## src/sv/csd_pkg.sv

```systemverilog
// ----------------------------------------------------------------------------
// csd_pkg
// Shared types and constants of the compiled-sprite scanline decoder.
// ----------------------------------------------------------------------------
package csd_pkg;

   localparam int PALETTE_DEPTH = 256;
   localparam int PAL_ADDR_W    = 8;
   localparam int RGB_W         = 24;
   localparam int MAX_WIDTH     = 4096;

   // result kinds
   localparam logic [1:0] KIND_PIXEL = 2'd0;
   localparam logic [1:0] KIND_ROW   = 2'd1;
   localparam logic [1:0] KIND_ERROR = 2'd2;

   // one decoded event: an error, a finished row or a run of 1..4 pixels
   typedef struct packed {
      logic        valid;
      logic [1:0]  kind;
      logic [2:0]  err;
      logic [11:0] x0;
      logic [11:0] y;
      logic [2:0]  npix;
      logic [31:0] idx;
   } csd_event_type;

endpackage

```

## src/sv/csd_decode.sv

```systemverilog
// ----------------------------------------------------------------------------
// csd_decode
// Code byte interpreter: decode state, row base, configuration registers.
// Turns each accepted code byte into at most one event for the result side.
// ----------------------------------------------------------------------------
module csd_decode import csd_pkg::*; (
   input  logic          clock,
   input  logic          reset,
   input  logic          csr_write,
   input  logic          csr_index,
   input  logic [12:0]   csr_wdata,
   input  logic          byte_en,
   input  logic [7:0]    code_byte,
   input  logic [11:0]   row_index,
   input  logic          first_of_row,
   input  logic          first_of_frame,
   input  logic          end_of_frame,
   output csd_event_type evt
);

   localparam logic [3:0] PH_IDLE     = 4'd0;
   localparam logic [3:0] PH_OP       = 4'd1;
   localparam logic [3:0] PH_ADD      = 4'd2;
   localparam logic [3:0] PH_PFX66    = 4'd3;
   localparam logic [3:0] PH_MODRM    = 4'd4;
   localparam logic [3:0] PH_DISP     = 4'd5;
   localparam logic [3:0] PH_DISP_BAD = 4'd6;
   localparam logic [3:0] PH_DATA     = 4'd7;
   localparam logic [3:0] PH_DATA_BAD = 4'd8;

   localparam logic [7:0] OPC_RET   = 8'hc3;
   localparam logic [7:0] OPC_ADD   = 8'h05;
   localparam logic [7:0] OPC_MOVB  = 8'hc6;
   localparam logic [7:0] OPC_MOVD  = 8'hc7;
   localparam logic [7:0] OPC_OSIZE = 8'h66;
   localparam logic [7:0] MODRM_OK  = 8'h40;

   localparam logic [2:0] ERR_NO_PALETTE = 3'd0;
   localparam logic [2:0] ERR_BAD_OPCODE = 3'd1;
   localparam logic [2:0] ERR_BAD_MODRM  = 3'd2;
   localparam logic [2:0] ERR_TRUNCATED  = 3'd3;
   localparam logic [2:0] ERR_BOUNDS     = 3'd4;
   localparam logic [2:0] ERR_NO_RETURN  = 3'd5;

   localparam logic [0:0] CSR_PALETTE = 1'd0;
   localparam logic [0:0] CSR_WIDTH   = 1'd1;

   localparam logic signed [41:0] MAX_W = 42'(MAX_WIDTH);

   logic [3:0]         phase_ff, phase_in;
   logic [2:0]         len_ff, len_in;
   logic [2:0]         cnt_ff, cnt_in;
   logic [31:0]        acc_ff, acc_in;
   logic signed [39:0] base_ff, base_in;
   logic [31:0]        idx_ff, idx_in;
   logic               sticky_ff, sticky_in;
   logic               pal_present_ff;
   logic [12:0]        row_width_ff;

   logic [31:0]        byte_shifted;
   logic [31:0]        acc_full;
   logic signed [40:0] add_sum;
   logic signed [39:0] base_sat;
   logic signed [40:0] x0;
   logic signed [41:0] x_end;
   logic signed [41:0] w_lim;
   logic signed [41:0] w_cfg;
   logic               fail;
   logic [2:0]         fail_code;
   logic               ret;
   logic [2:0]         npix;

   assign byte_shifted = {24'd0, code_byte} << {cnt_ff[1:0], 3'd0};
   assign acc_full     = acc_ff | byte_shifted;

   // saturating add of the signed immediate to the 40-bit base
   assign add_sum  = {base_ff[39], base_ff} + {{9{acc_full[31]}}, acc_full};
   assign base_sat = (add_sum[40] != add_sum[39]) ?
                     {add_sum[40], {39{~add_sum[40]}}} : add_sum[39:0];

   assign x0    = {base_ff[39], base_ff} + {{33{acc_ff[7]}}, acc_ff[7:0]};
   assign x_end = {x0[40], x0} + {39'd0, len_ff};
   assign w_cfg = {29'd0, row_width_ff};
   assign w_lim = (w_cfg > MAX_W) ? MAX_W : w_cfg;

   always_comb begin
      phase_in  = phase_ff;
      len_in    = len_ff;
      cnt_in    = cnt_ff;
      acc_in    = acc_ff;
      base_in   = base_ff;
      idx_in    = idx_ff;
      sticky_in = sticky_ff;
      fail      = 1'b0;
      fail_code = ERR_NO_PALETTE;
      ret       = 1'b0;
      npix      = 3'd0;

      if (first_of_frame) begin
         sticky_in = 1'b0;
         phase_in  = PH_IDLE;
         base_in   = '0;
      end

      if (!sticky_in) begin
         if (!pal_present_ff) begin
            fail      = 1'b1;
            fail_code = ERR_NO_PALETTE;
         end else begin
            if (first_of_row || first_of_frame) begin
               if (phase_in == PH_OP) begin
                  fail      = 1'b1;
                  fail_code = ERR_NO_RETURN;
               end else if (phase_in != PH_IDLE) begin
                  fail      = 1'b1;
                  fail_code = ERR_TRUNCATED;
               end else begin
                  base_in  = '0;
                  phase_in = PH_OP;
               end
            end

            if (!fail && phase_in != PH_IDLE) begin
               case (phase_in)
                  PH_OP: begin
                     case (code_byte)
                        OPC_RET: begin
                           ret      = 1'b1;
                           phase_in = PH_IDLE;
                        end
                        OPC_ADD: begin
                           acc_in   = '0;
                           cnt_in   = '0;
                           phase_in = PH_ADD;
                        end
                        OPC_MOVB: begin
                           len_in   = 3'd1;
                           phase_in = PH_MODRM;
                        end
                        OPC_MOVD: begin
                           len_in   = 3'd4;
                           phase_in = PH_MODRM;
                        end
                        OPC_OSIZE: begin
                           if (end_of_frame) begin
                              fail      = 1'b1;
                              fail_code = ERR_BAD_OPCODE;
                           end else begin
                              phase_in = PH_PFX66;
                           end
                        end
                        default: begin
                           fail      = 1'b1;
                           fail_code = ERR_BAD_OPCODE;
                        end
                     endcase
                  end
                  PH_ADD: begin
                     acc_in = acc_full;
                     cnt_in = cnt_ff + 3'd1;
                     if (cnt_in >= 3'd4) begin
                        base_in  = base_sat;
                        phase_in = PH_OP;
                     end
                  end
                  PH_PFX66: begin
                     if (code_byte != OPC_MOVD || end_of_frame) begin
                        fail      = 1'b1;
                        fail_code = ERR_BAD_OPCODE;
                     end else begin
                        len_in   = 3'd2;
                        phase_in = PH_MODRM;
                     end
                  end
                  PH_MODRM: begin
                     phase_in = (code_byte == MODRM_OK) ? PH_DISP : PH_DISP_BAD;
                  end
                  PH_DISP, PH_DISP_BAD: begin
                     acc_in   = {24'd0, code_byte};
                     cnt_in   = '0;
                     idx_in   = '0;
                     phase_in = (phase_ff == PH_DISP) ? PH_DATA : PH_DATA_BAD;
                  end
                  PH_DATA, PH_DATA_BAD: begin
                     idx_in = idx_ff | byte_shifted;
                     cnt_in = cnt_ff + 3'd1;
                     if (cnt_in >= len_ff) begin
                        if (phase_ff == PH_DATA_BAD) begin
                           fail      = 1'b1;
                           fail_code = ERR_BAD_MODRM;
                        end else if (x0[40] || x_end > w_lim) begin
                           fail      = 1'b1;
                           fail_code = ERR_BOUNDS;
                        end else begin
                           npix     = len_ff;
                           phase_in = PH_OP;
                        end
                     end
                  end
                  default: begin
                     phase_in = PH_IDLE;
                  end
               endcase
            end

            // frame closed without ret: pixels of this byte are dropped
            if (!fail && end_of_frame && phase_in != PH_IDLE) begin
               fail      = 1'b1;
               fail_code = (phase_in == PH_OP) ? ERR_NO_RETURN : ERR_TRUNCATED;
            end
         end

         if (fail) begin
            sticky_in = 1'b1;
            phase_in  = PH_IDLE;
         end
      end
   end

   always_comb begin
      evt = '0;
      if (fail) begin
         evt.valid = 1'b1;
         evt.kind  = KIND_ERROR;
         evt.err   = fail_code;
         evt.npix  = 3'd1;
      end else if (ret) begin
         evt.valid = 1'b1;
         evt.kind  = KIND_ROW;
         evt.y     = row_index;
         evt.npix  = 3'd1;
      end else if (npix != 3'd0) begin
         evt.valid = 1'b1;
         evt.kind  = KIND_PIXEL;
         evt.x0    = x0[11:0];
         evt.y     = row_index;
         evt.npix  = npix;
         evt.idx   = idx_in;
      end
   end

   always_ff @(posedge clock) begin
      if (reset) begin
         phase_ff       <= PH_IDLE;
         len_ff         <= '0;
         cnt_ff         <= '0;
         acc_ff         <= '0;
         base_ff        <= '0;
         idx_ff         <= '0;
         sticky_ff      <= 1'b0;
         pal_present_ff <= 1'b0;
         row_width_ff   <= 13'd1;
      end else begin
         if (byte_en) begin
            phase_ff  <= phase_in;
            len_ff    <= len_in;
            cnt_ff    <= cnt_in;
            acc_ff    <= acc_in;
            base_ff   <= base_in;
            idx_ff    <= idx_in;
            sticky_ff <= sticky_in;
         end
         if (csr_write && csr_index == CSR_PALETTE) begin
            pal_present_ff <= csr_wdata[0];
         end
         if (csr_write && csr_index == CSR_WIDTH) begin
            row_width_ff <= csr_wdata;
         end
      end
   end

endmodule

```

## config.mk

```make
export PLATFORM = sky130hd
export DESIGN_NAME = csd_decode
export DESIGN_NICKNAME = d
export VERILOG_FILES = /design/src/sv/csd_pkg.sv /design/src/sv/csd_decode.sv
export SDC_FILE = /design/constraint.sdc
export NUM_CORES = 1
export LEC_CHECK = 0
export ABC_CLOCK_PERIOD_IN_PS = 7900
export BUFFER_PORTS_ARGS = -buffer_cell sky130_fd_sc_hd__buf_2
export CELL_PAD_IN_SITES_DETAIL_PLACEMENT = 1
export CELL_PAD_IN_SITES_GLOBAL_PLACEMENT = 2
export CORE_MARGIN = 4
export CORE_UTILIZATION = 36
export DETAILED_ROUTE_END_ITERATION = 16
export MAX_ROUTING_LAYER = met4
export PLACE_DENSITY = 0.82
export SYNTH_ARGS = -nofsm -noshare
export SYNTH_HDL_FRONTEND = slang
export SYNTH_SLANG_ARGS = --single-unit
```

## constraint.sdc

```tcl
create_clock -name clock -period 7.9 [get_ports clock]
set_input_delay 1.185 -clock clock [delete_from_list [all_inputs] [get_ports clock]]
set_output_delay 1.185 -clock clock [all_outputs]
set_load 0.05 [all_outputs]
```

==> implementation parameters, run 1 <==
Parameter                              Value

Die
  Starting Density ... 0.3644
  Die boundary height ... 195.0 um
  Number of ports placed on the die boundary ... ~110
  Placement Rows ... 68
  Floorplan die area ... 38020 um2
  Die X ... 195.0 um
  Core footprint ... 34540 um2

Worst setup path
  Category of the worst setup path capture point ... primary output
  Category of the most critical setup path ... reg2out
  Worst EP required ... 6.71 ns
  Worst setup SP type ... register
  Arr. time, crit path ... roughly 6.4 ns
  Max FO, Critical Path ... 7

Clock tree
  TritonCTS clock tree ... done
  Hold-fix buffers at CTS ... 0
  Clock tree root buffer cell ... clkbuf_16
  Later-pin clock latency in the skew report ... 0.44 ns
  Buffer levels on the longest clock path ... 2
  Clock transition at the registers of the reported paths ... roughly 0.060 ns
  H-tree levels ... 4
  Clock sink total ... between 100 and 150
  TritonCTS Buffers ... 17

Route
  First-iteration detailed-routing DRC count ... between 700 and 800
  Overall routed net length ... 46280 um
  Count of unresolved DRC violations after routing ... 0
  Number of antenna-violating nets in the routed design ... 0
  Vias post-DR ... about 13000
  Detailed Routing Iterations Pass 1 ... 5
  WL per Instance ... 20.34 um
  Number of vias per cell after detailed routing ... about 5.9

Layout
  Final design instance area without fill ... 14290 um2
  Number of nets at the end of the flow ... between 1500 and 2000
  Diodes inserted ... 0
  Area Growth Syn to Fin ... 13.54%
  Share of post-route cells with drive strength above 1 ... 0.1187
  Filler instances ... 4427
  Most frequent cells in the layout ... a21oi_1 (198), nor2_1 (193), nand2_1 (164), dfxtp_1 (127), o21ai_0 (117)
  Leading cell type in the layout, fill and taps excluded ... a21oi_1

Synth
  Count of flip-flops with a built-in enable after synthesis ... 0
  Multiplexer share of the synthesized area ... 0.008349
  Fraction of synthesized cell area in xor and xnor cells ... 0.05566
  Post-Synth Simple-Gate Area ... 0.2601
  Number of storage elements in the synthesis netlist ... 129
  Synth Area in Adders ... 0.1042
  Sequential fraction of the synthesis area ... 0.2051
  Netlist Area Pre-Place ... ~13000 um2
  Compound-gate portion of the synthesized area ... 0.3222
  Net Count, Synth ... 1896
  Warnings, synthesis ... 0
  Largest family of logic cells by synthesized area ... compound AO/OA/AOI/OAI gates
  Number of distinct library cell variants in the gate-level netlist after synthesis ... 87
  Number of standard cells after synthesis ... 1752
  Average cell area after synthesis ... 7.185 um2
  Main flop type after synthesis ... dfxtp_1
  Share of flip-flops with an asynchronous set or reset ... 0

Timing
  Max-slew violation count ... 0
  Final critical-path share of the clock period ... 0.9564
  Transition time at the pin with the least slew margin ... 1.060 ns
  Number of setup violations in the final report ... 0
  Fmax ... 132.3 MHz
  Setup TNS ... 0 ns
  Max transition margin ... 0.2870
  Shortest clock period the worst path allows after layout ... 7.556 ns
  Final Hold Vio Count ... 0
  Clock Skews ... ~0.012 ns

Status
  Run status ... finished clean

Placement
  Area of placed instances ... around 13000 um2
  Half-perimeter wire length after detailed placement ... ~36000 um
  Buffers added on ports ... roughly 110
  Placer congestion estimate ... 0.9251

Global routing
  Vias in the first global route ... 13361
  Number of antenna violations at the first check in global routing ... 0
  Overall track demand over capacity in global routing ... 0.2420
  Global-route wire length before repair ... 73730 um
  Largest net degree at the start of global routing ... 46
  Aggregate global routing overflow ... 0

Min path
  Type of the tightest min-delay check ... reg2reg

Power
  Power density over the cells ... 110.4 nW/um2
  Worst-case vdd ir drop ... between 0.1 and 0.15 mV
  Leakage power ... 6.339 nW

Job
  Count of maximum capacitance violations ... 0
kinds of logic after synthesis:
family                     count (synthesis)
muxes                                     10
adders and majority gates                103
and+or+nand+nor                          665
DFF                                      129
xor gates and xnor gates                  80
buffers and inverters                    139
AOI/OAI and AO/OA                        626
routing by layer:
metal	global-route usage	share of wire
met1	0.3331	0.49
met2	0.3778	0.45
met3	0.02484	0.034
met4	0.07189	0.024
met5	-	0
power by group:
group          leakage [nW]  internal [mW]  switching [mW]
combinational          5.01         0.0323          0.0782
clock                 0.283          0.479           0.332
sequential             1.04          0.654         0.00310
total                  6.34           1.17           0.413
area by class of cell:
type	instances	area [um2]	share of cell area
clock inverter	13	151.4	0.01059
tap	455	569.3	0.03983
timing repair buffer	127	828.3	0.05795
multi-input combinational	1485	9539	0.6674
sequential	129	2585	0.1809
clock buffer	19	442.9	0.03099
inverter	47	176.4	0.01234
critical path: stages, from the launching register on:
cell	delay, ns
dfxtp_1	0.37
ha_2	0.22
inv_1	0.06
fa_2	0.46
fa_2	0.39
inv_1	0.06
a21oi_1	0.07
nor3_2	0.19
or4b_4	0.49
or3_1	0.42
nor3_1	0.15
buf_4	0.16
nand2_1	0.06
xnor2_1	0.12
ha_1	0.31
nand3_1	0.11
nor4_2	0.17
a21oi_1	0.07
a211oi_1	0.26
o211a_1	0.21
nand4_1	0.14
nor4_4	0.31
buf_4	0.22
a31oi_4	0.16
and2_1	0.22
a311o_1	0.28
clkbuf_4	0.22
Yosys cell counts (all sizes together), types with 7 or more instances:
master  count  share of area
a21oi     200          0.080
nor2      193          0.058
nand2     164          0.049
dfxtp     129           0.21
o21ai     123          0.049
ha        100          0.099
a21o       99          0.059
clkbuf     83          0.025
nand3      51          0.021
xnor2      47          0.033
inv        46          0.014
and2       41          0.020
nor3       37          0.015
xor2       33          0.023
a22o       28          0.019
nand4      24          0.012
a31oi      23          0.013
and3       23          0.012
or3        23          0.012
nor2b      21          0.011
a22oi      18          0.011
o21a       18          0.011
nand2b     17         0.0084
nor4       17         0.0089
or2        14         0.0070
a211oi     13         0.0078
o211ai     13         0.0078
o21bai     11         0.0066
buf         9         0.0056
a31o        8         0.0056
nand4b      7         0.0049
nor3b       7         0.0042
sequential cells by signal (all words and copies together), names as in the netlist:
register and flops:
acc_ff 32, base_ff 40, cnt_ff 3, idx_ff 32, len_ff 3, pal_present_ff 1
phase_ff 4, row_width_ff 13, sticky_ff 1
through the flow:
| step | hold WS (ns) | util | total power [mW] | std cells | setup slack, ns |
|---|---|---|---|---|---|
| floorplan | 0.4326 | - | 0.7356 | 1752 | 0.6352 |
| global placement | 0.4453 | 0.3896 | 0.7764 | 2237 | 0.3700 |
| detailed placement | 0.4517 | 0.3896 | 0.7785 | 2237 | 0.08496 |
| CTS | 0.4598 | 0.4115 | 1.594 | 2270 | 0.02006 |
| global route | 0.4779 | 0.4138 | 1.635 | 2275 | -0.01139 |
| finish | 0.4574 | 0.4138 | 1.578 | 2275 | 0.3441 |
repair_timing:
action | 4_1_cts | 5_1_grt
gates resized for setup | 46 | 14
setup endpoints to repair | 60 | 63
gates cloned | 0 | 1
pin swaps | 1 | 4
setup buffers | 1 | 4
final timing paths:
kind                   startpoint               to  slack (ns)  depth (start not counted)
setup / recovery        acc_ff[0]          evt[32]        0.34                         26
hold / removal    row_width_ff[3]  row_width_ff[3]        0.46                          2
setup reg to reg        acc_ff[0]      phase_ff[1]        2.05                         25
hold reg to reg   row_width_ff[3]  row_width_ff[3]        0.46                          2
No activity file was read; power rests on OpenSTA's default activity.
==> inputs of run 2 (changes only) <==
- MAX_ROUTING_LAYER: met4 -> not set
- SKIP_CTS_REPAIR_TIMING: not set -> 1
==> implementation parameters, run 2 (synthesized netlist as in run 1, its figures left out) <==
Parameter                              Value

Power
  Worst-case vdd ir drop ... 0.1435 mV
  Fraction of power spent switching nets ... 0.2691
  Part of the total power dissipated in the clock network ... 0.510
  Fraction of power consumed by combinational cells ... 0.072
  Leakage power ... 6.421 nW
  Switching power total ... ~0.42 mW
  Internal Dissipation ... ~1.2 mW
  Sequential Power Share ... 0.417
  Power density over the cells ... between 100 and 150 nW/um2

Layout
  Multi-input gate area in the final layout ... 9638 um2
  Filler instances ... 4356
  Number of nets at the end of the flow ... 1960
  Number of flip-flops under the largest register name ... 40
  Most frequent cells in the layout ... a21oi_1 (197), nor2_1 (170), nand2_1 (164), dfxtp_1 (125), o21ai_0 (117)
  Leading cell type in the layout, fill and taps excluded ... a21oi_1
  Diodes inserted ... 0
  Area Growth Syn to Fin ... 15.99%
  Registers with the most flip-flops ... base_ff (40), acc_ff (32), idx_ff (32)
  Register with the most flip-flops ... base_ff
  Area occupied by registers ... 2587 um2
  Share of post-route cells with drive strength above 1 ... 0.1411

Die
  Number of ports placed on the die boundary ... 106
  Die X ... 195.0 um
  Placement Rows ... ~70
  Core footprint ... 34540 um2
  Die boundary height ... 195.0 um
  Starting Density ... 0.3644
  Floorplan die area ... 38020 um2

Worst setup path
  Max FO, Critical Path ... 8
  Slowest stage delay, CP ... between 0.6 and 0.7 ns
  R2r setup slk ... approximately 2.1 ns
  Arr. time, crit path ... 6.45 ns
  Worst setup SP type ... register
  Worst-path cell with the longest stage delay ... or4_1
  Origin of the critical flop-to-flop path ... acc_ff[0]
  Launch point of the worst path ... acc_ff[0]
  Cell depth of the worst setup path ... 21
  Category of the worst setup path capture point ... primary output
  Buffers and inverters on the worst path ... 5
  Worst R2R Path Depth ... 19
  Critical path's top delay family ... simple AND/OR/NAND/NOR gates
  Cells along the critical path ... ha_2 > inv_1 > fa_2 > nor2b_4 > o31a_1 > buf_4 > o21ai_0 > o21ai_0 > xor2_1 > o2111ai_1 > or4_1 > or4b_1 > a211oi_1 > nand4_1 > nor4_4 > buf_4 > and2_4 > nand3_4 > clkbuf_16 > nor2_2 > buf_6
  Category of the most critical setup path ... reg2out
  Capture point of the worst reg-to-reg path ... phase_ff[1]
  Worst EP required ... 6.71 ns
  Capture point of the worst path ... evt[17]

Timing
  Setup TNS ... 0 ns
  Clock Skews ... 0.009927 ns
  Max transition margin ... 0.2424
  Final critical-path share of the clock period ... 0.9664
  Transition time at the pin with the least slew margin ... 1.134 ns
  Number of setup violations in the final report ... 0
  Minimum setup slack in the final design ... 0.2652 ns
  Max-slew violation count ... 0
  Shortest clock period the worst path allows after layout ... 7.635 ns
  Fmax ... 131.0 MHz
  Tightest hold margin ... 0.4578 ns
  Final Hold Vio Count ... 0

Global routing
  Number of antenna violations at the first check in global routing ... 0
  Global-route wire length before repair ... 73670 um
  Vias in the first global route ... 13359
  Overall track demand over capacity in global routing ... 0.2350
  Aggregate global routing overflow ... 0
  Largest net degree at the start of global routing ... 46

Clock tree
  Later-pin clock latency in the skew report ... 0.44 ns
  TritonCTS clock tree ... done
  TritonCTS Buffers ... 17
  H-tree levels ... 4
  Clock transition at the registers of the reported paths ... ~0.060 ns
  Clock tree root buffer cell ... clkbuf_16
  Clock sink total ... 129
  Buffer levels on the longest clock path ... 2

Route
  Overall routed net length ... about 48000 um
  Number of antenna-violating nets in the routed design ... 0
  Number of vias per cell after detailed routing ... 5.959
  Count of unresolved DRC violations after routing ... 0
  WL per Instance ... around 21 um
  Detailed Routing Iterations Pass 1 ... 5
  First-iteration detailed-routing DRC count ... 815
  Vias post-DR ... 13610

Status
  Run status ... finished clean

Placement
  Post-placement setup slack ... approximately 0.15 ns
  Placer congestion estimate ... 0.9150
  Buffers added on ports ... 105
  Half-perimeter wire length after detailed placement ... 36090 um

Min path
  Type of the tightest min-delay check ... reg2reg

Job
  Count of maximum capacitance violations ... 0
## run 2: changes by cell type in the layout (fill, tap and decap cells not counted), sizes merged
cell	previous run	this run
buf	121	131
clkinvlp	3	5
a21oi	201	200
bufinv	2	1
clkinv	4	3
inv	51	50
nand3	51	52
## run 2: cell type report
type,instances,area share
sequential,129,0.1772
tap,455,0.03899
multi-input combinational,1485,0.6601
inverter,47,0.01208
clock buffer,20,0.03196
timing repair buffer,136,0.07129
clock inverter,12,0.008398
## run 2: routing by layer
| metal | routed length, um | track usage |
|---|---|---|
| met1 | 23210 | 0.3324 |
| met2 | 22250 | 0.3869 |
| met3 | 1675 | 0.02726 |
| met4 | 727 | 0.05120 |
| met5 | 0 | 0 |
## run 2: power by group through the flow
stage | Clock (mW) | Sequential (mW) | Combinational (mW)
2_1_floorplan | 0 | 0.670 | 0.0654
3_3_place_gp | 0 | 0.672 | 0.106
3_5_place_dp | 0 | 0.672 | 0.107
4_1_cts | 0.816 | 0.657 | 0.108
5_1_grt | 0.841 | 0.657 | 0.122
6_report | 0.803 | 0.657 | 0.114
## run 2: worst min-delay path by stage
| stage | start | endpoint | slack, ns | cells after the start |
|---|---|---|---|---|
| global route | row_width_ff[6] | row_width_ff[6] | 0.48 | 2 |
| CTS | row_width_ff[7] | row_width_ff[7] | 0.46 | 2 |
| floorplan | row_width_ff[0] | row_width_ff[0] | 0.43 | 2 |
| detailed placement | row_width_ff[7] | row_width_ff[7] | 0.45 | 2 |
| finish | row_width_ff[7] | row_width_ff[7] | 0.46 | 2 |
| global placement | row_width_ff[9] | row_width_ff[9] | 0.44 | 2 |
## run 2: through the flow
step	utilization	power, mW	cells	area [um2]
finish	0.4227	1.574	2284	14600
global route	0.4227	1.621	2284	14600
CTS	0.4067	1.581	2269	14050
detailed placement	0.3896	0.7789	2237	13460
global placement	0.3896	0.7772	2237	13460
floorplan	-	0.7356	1752	12590
## run 2: tightest hold or removal path, delay by kind of cell, from the launching register on
kind	cells	cell delay [ns]
flip-flops	1	0.31
AO/OA/AOI/OAI	1	0.05
AND/OR/NAND/NOR	1	0.05
